File: src/hw/rtl/btls_pkg.sv
// Shared constants, types and codes for the BMP texture loader and sampler.
// Used by every module under hw/rtl; depends on nothing else.
package btls_pkg;

  // Sizing of the texture store and the sampler arithmetic.
  localparam int unsigned STORE_BYTES     = 262144;
  localparam int unsigned MAX_DIM         = 4096;
  localparam int unsigned COORD_FRAC_BITS = 16;

  localparam int unsigned COORD_W = COORD_FRAC_BITS + 1;
  localparam int unsigned DIM_W   = $clog2(MAX_DIM + 1);
  localparam int unsigned LC_W    = $clog2(STORE_BYTES + 1);
  localparam int unsigned ADDR_W  = $clog2(STORE_BYTES);
  localparam int unsigned PX_W    = COORD_W + DIM_W;
  localparam int unsigned RB_W    = DIM_W + 2;
  localparam int unsigned BASE_W  = DIM_W + RB_W;
  localparam int unsigned SA_W    = BASE_W + 1;
  localparam int unsigned CMP_W   = (SA_W > LC_W) ? SA_W : LC_W;

  // File format constants.
  localparam logic [7:0]  SIG_B     = 8'h42;
  localparam logic [7:0]  SIG_M     = 8'h4d;
  localparam logic [5:0]  HDR_LEN   = 6'd54;
  localparam logic [15:0] DEPTH_RGB = 16'd24;

  // Header byte positions.
  localparam logic [5:0] POS_OFF_LO = 6'd10;
  localparam logic [5:0] POS_OFF_HI = 6'd13;
  localparam logic [5:0] POS_W_LO   = 6'd18;
  localparam logic [5:0] POS_W_HI   = 6'd21;
  localparam logic [5:0] POS_H_LO   = 6'd22;
  localparam logic [5:0] POS_H_HI   = 6'd25;
  localparam logic [5:0] POS_D_LO   = 6'd28;
  localparam logic [5:0] POS_D_HI   = 6'd29;
  localparam logic [5:0] POS_SZ_LO  = 6'd34;
  localparam logic [5:0] POS_SZ_HI  = 6'd37;

  // Texture status codes.
  localparam logic [2:0] TS_READY    = 3'd0;
  localparam logic [2:0] TS_LOADING  = 3'd1;
  localparam logic [2:0] TS_BADSIG   = 3'd2;
  localparam logic [2:0] TS_BADDEPTH = 3'd3;
  localparam logic [2:0] TS_TOOBIG   = 3'd4;

  typedef struct packed {
    logic              en;
    logic [ADDR_W-1:0] addr;
    logic [7:0]        data;
  } mem_wr_t;

  typedef struct packed {
    logic [2:0]       status;
    logic [DIM_W-1:0] width;
    logic [DIM_W-1:0] height;
    logic [LC_W-1:0]  bytes;
  } tex_t;

endpackage

File: src/hw/rtl/btls_addr.sv
// Three-stage texel address pipeline: scale and clamp coordinates, form the
// bottom-up row base, then add the column offset. Depends on btls_pkg.
module btls_addr (
  input  logic                         clk_i,
  input  logic                         rst_ni,
  input  logic                         start_i,
  input  logic [btls_pkg::COORD_W-1:0] u_i,
  input  logic [btls_pkg::COORD_W-1:0] v_i,
  input  btls_pkg::tex_t               tex_i,
  output logic                         done_o,
  output logic [btls_pkg::SA_W-1:0]    addr_o
);
  import btls_pkg::*;

  localparam logic [COORD_W-1:0] ONE = COORD_W'(1) << COORD_FRAC_BITS;

  logic [2:0]        vld_q;
  logic [DIM_W-1:0]  x_q, y_q;
  logic [RB_W-1:0]   rb_q;
  logic [BASE_W-1:0] base_q;
  logic [RB_W-1:0]   x3_q;
  logic [SA_W-1:0]   addr_q;

  logic [COORD_W-1:0] uc, vc;
  logic [DIM_W-1:0]   wm1, hm1, row;
  logic [PX_W-1:0]    px, py;
  logic [RB_W-1:0]    w3;

  always_comb begin
    uc  = (u_i > ONE) ? ONE : u_i;
    vc  = (v_i > ONE) ? ONE : v_i;
    wm1 = tex_i.width - DIM_W'(1);
    hm1 = tex_i.height - DIM_W'(1);
    px  = PX_W'(uc) * PX_W'(wm1);
    py  = PX_W'(vc) * PX_W'(hm1);
    w3  = RB_W'(tex_i.width) * RB_W'(3) + RB_W'(3);
    row = hm1 - y_q;
  end

  always_ff @(posedge clk_i or negedge rst_ni) begin
    if (!rst_ni) begin
      vld_q <= '0;
    end else begin
      vld_q <= {vld_q[1:0], start_i};
    end
  end

  always_ff @(posedge clk_i) begin
    if (start_i) begin
      x_q  <= px[COORD_FRAC_BITS +: DIM_W];
      y_q  <= py[COORD_FRAC_BITS +: DIM_W];
      rb_q <= {w3[RB_W-1:2], 2'b00};
    end
    if (vld_q[0]) begin
      base_q <= BASE_W'(row) * BASE_W'(rb_q);
      x3_q   <= RB_W'(x_q) * RB_W'(3);
    end
    if (vld_q[1]) begin
      addr_q <= SA_W'(base_q) + SA_W'(x3_q);
    end
  end

  assign done_o = vld_q[2];
  assign addr_o = addr_q;

endmodule

File: config.mk
export PLATFORM = sky130hd
export DESIGN_NAME = btls_addr
export DESIGN_NICKNAME = d
export VERILOG_FILES = /design/src/hw/rtl/btls_pkg.sv /design/src/hw/rtl/btls_addr.sv
export SDC_FILE = /design/constraint.sdc
export NUM_CORES = 2
export LEC_CHECK = 0
export BUFFER_PORTS_ARGS = -buffer_cell sky130_fd_sc_hd__buf_4
export CAP_MARGIN = 15
export CORE_UTILIZATION = 55
export DETAILED_ROUTE_END_ITERATION = 10
export GPL_TIMING_DRIVEN = 0
export PLACE_DENSITY = 0.73
export SYNTH_ARGS = -nofsm -noshare
export SYNTH_HDL_FRONTEND = slang
export SYNTH_SLANG_ARGS = --single-unit
File: constraint.sdc
create_clock -name clk_i -period 10.7 [get_ports clk_i]
set_input_delay 1.605 -clock clk_i [delete_from_list [all_inputs] [get_ports clk_i]]
set_output_delay 1.605 -clock clk_i [all_outputs]
set_load 0.02 [all_outputs]
==> flow_summary_export.csv <==
group,metric,value,unit
clock_tree,htree_levels,3,
global_route,grt_max_degree,43,
logic_synthesis,ys_ff_latch,112,
clock_tree,clockBufferDepth,2,
timing,finalHoldViolCount,0,
cells_and_area,layout-drive-gt1-share,4.832,%
logic_synthesis,yosys_warnings,0,
timing,worst_pin_slew,1129,ps
run,drv_cap,0,
global_route,antenna_found_initial,1,
worst_setup_path,slowest_delay,850,ps
worst_setup_path,r2r_slack,2910,ps
clock_tree,cts_sinks,112,
logic_synthesis,synth_flop_cell,"edfxtp_1",
timing,max_freq,0.09739,GHz
timing,setup_violations,0,
routing,drt_first_pass_iters,6,
logic_synthesis,synth_area,0.02514,sq mm
clock_tree,cts_tree,"done",
clock_tree,cts_buffers,9,
timing,fin_skew,11.61,ps
worst_setup_path,worstRegToRegCells,29,
clock_tree,ctsHoldBuffers,0,
cells_and_area,fillers,3863,
worst_setup_path,r2r-start,"y_q[0]$_DFFE_PP_",
floorplanning,num_rows,77,
placement,place_hpwl,51.75,mm
floorplanning,dieArea,0.04656,sq mm
floorplanning,ios,115,
timing,fin_crit,10270,ps
worst_setup_path,cp.arrival,10360,ps
min_path,min_path_type,"flip-flop to flip-flop",
worst_setup_path,cp_top_family,"adder cells",
cells_and_area,nets,3670,
placement,place_congestion,0.9646,
clock_tree,root_buffer,"clkbuf_16",
worst_setup_path,path_common_cell,"fa_1",
worst_setup_path,path_buf_inv,7,
cells_and_area,multi_input_area,0.01936,sq mm
min_path,whs_endpoint,"addr_o[1]$_DFFE_PP_",
placement,dpl-instance-area,0.02660,sq mm
worst_setup_path,timing_worst_setup_path_type,"input pin to flip-flop",
timing,slew_violations,0,
min_path,hold_start,"x3_q[1]$_DFFE_PP_",
floorplanning,start_util,56.35,%
min_path,hold_depth,0,
clock_tree,clock_latency,350,ps
floorplanning,fp.dieH,215.8,um
routing,vias_per_cell,5.423,
logic_synthesis,syn_area_per_cell,9.147,sq um
logic_synthesis,syn-instance-count,2748,
logic_synthesis,seq_area_frac_synth,13.32,%
clock_tree,postCtsSetupRepairBufs,0,
timing,max_slew_margin,24.19,%
cells_and_area,seqCellArea,0.003349,sq mm
worst_setup_path,cp.required,10800,ps
floorplanning,core-area,0.04461,sq mm
global_route,track_usage,26.70,%
global_route,grt_pass1_wl,98.14,mm
cells_and_area,area_growth,7.083,%
logic_synthesis,synthArstFlopShare,2.679,%
worst_setup_path,critPathSlowestCell,"xor2_1",
routing,drt_wl_total,60.50,mm
logic_synthesis,syn-num-nets,3567,
worst_setup_path,path_max_fanout,10,
clock_tree,path_clk_slew,80,ps
routing,vias,18705,
timing,period_share,95.97,%
routing,drcViolationCount,0,
cells_and_area,stdcell_area,0.02692,sq mm
timing,rsz0062_at_grt,"false",
routing,wl_per_cell,17.54,um
global_route,grt_overflow,0,
logic_synthesis,synth_edf_count,109,
logic_synthesis,yosysUniqueCellTypes,64,
routing,antenna_left,0,
routing,drt_iter0_drc,1305,
run_status,status,"completed",
worst_setup_path,reg2reg_to,"base_q[27]$_DFFE_PP_",
worst_setup_path,end_kind,"flip-flop",
floorplanning,die_w,215.8,um
worst_setup_path,crit_path_start_kind,"input pin",
global_route,grt_pass1_vias,19418,
placement,io_buffers,92,
## cell families (layout without fill, tap and decap cells)
kind of cell	Yosys count	count (layout)	synth area share, %
AO/OA/AOI/OAI	190	190	5.043
XOR/XNOR	123	123	4.316
adder cells (fa/ha/maj)	734	734	49.98
buffers and inverters	653	761	9.766
flip-flops	112	112	13.32
multiplexers	14	14	0.5774
other	0	1	0
AND/OR/NAND/NOR	922	922	17.00
## synth_stat cells, drive strengths merged (7+ instances only)
cell type	instances	share of area, %
nor2	183	2.7
a21o	29	0.87
and2	122	3.0
a21oi	57	1.1
o21a	7	0.21
clkbuf	93	1.4
mux2i	10	0.40
xor2	33	1.2
ha	284	14
inv	556	8.3
nand2b	50	1.2
nand4	10	0.25
and3	23	0.57
nor3	21	0.44
nor2b	46	1.1
a211oi	12	0.40
a31oi	8	0.20
nand3	31	0.62
nand2	405	6.0
edfxtp	109	13
xnor2	90	3.1
o21ai	34	0.69
fa	450	36
nor4	8	0.22
## how the worst max path moves through the flow
| stage | start | endpoint | slack [ps] | cells past startpoint |
|---|---|---|---|---|
| floorplan | tex_i[19] | base_q[27]$_DFFE_PP_ | 1630 | 30 |
| detailed placement | tex_i[19] | base_q[27]$_DFFE_PP_ | -480 | 31 |
| CTS | tex_i[19] | base_q[27]$_DFFE_PP_ | 20 | 33 |
| finish | tex_i[19] | base_q[27]$_DFFE_PP_ | 430 | 30 |
| global route | tex_i[19] | base_q[27]$_DFFE_PP_ | 30 | 30 |
| global placement | tex_i[19] | base_q[27]$_DFFE_PP_ | -220 | 31 |
## metal layers
layer / vias to the layer above / part of all wire, % / GRT usage (%)
met4: 0 / 2.4 / 6.998
met1: 9329 / 42 / 35.82
met2: 632 / 48 / 44.77
met3: 92 / 7.2 / 4.595
li1: 8652 / - / -
met5: - / 0 / 0
## sequential cells by signal (all words and copies together), names as in the netlist
signal  flops
rb_q       13
base_q     26
y_q        13
vld_q       3
addr_o     29
x3_q       15
x_q        13
## repair_timing
item | 4_1_cts | 5_1_grt
resized for setup | 2 | 7
endpoints found under the setup margin | 2 | 9
cloned | 0 | 0
hold endpoints to repair | 0 | 0
## cell usage in the layout (no fill, tap or decap), drive strengths merged, types with 23 or more instances in the layout
master,instances
a21o,29
a21oi,57
and2,122
and3,23
buf,97
clkbuf,101
edfxtp,109
fa,450
ha,284
inv,558
nand2,405
nand2b,50
nand3,31
nor2,183
nor2b,46
o21ai,34
xnor2,90
xor2,33
## metrics by stage
stage          cells  util, %  TNS [ps]  hold WS, ps  worst slack (ps)
3_3_place_gp    3432    59.56    -751.5        405.2            -219.3
6_report        3449    60.34         0        422.8             431.7
4_1_cts         3449    60.31         0        424.3             22.78
3_5_place_dp    3433    59.62     -2818        405.2            -476.9
5_1_grt         3449    60.34         0        448.7             34.34
2_1_floorplan   2748        -         0        400.3              1630
## worst register-to-register path, delay by kind of cell, from the launching register on
kind | cells | cell delay (ps)
adder cells (fa/ha/maj) | 8 | 3470
AO/OA/AOI/OAI | 11 | 2310
buffers and inverters | 5 | 720
XOR/XNOR | 2 | 400
flip-flops | 1 | 330
AND/OR/NAND/NOR | 3 | 330
## final cells by class
type / instances / area share, %
Multi-Input combinational cell: 1983 / 71.92
Sequential cell: 112 / 12.44
Inverter: 556 / 7.754
Tap cell: 592 / 2.752
Timing Repair Buffer: 93 / 2.668
Buffer: 96 / 1.367
Clock buffer: 9 / 0.8367
Clock inverter: 7 / 0.2464
Antenna cell: 1 / 0.009297
Power is not shown: default switching activity piles up to over one toggle a cycle in this logic, so the estimate is an artifact.
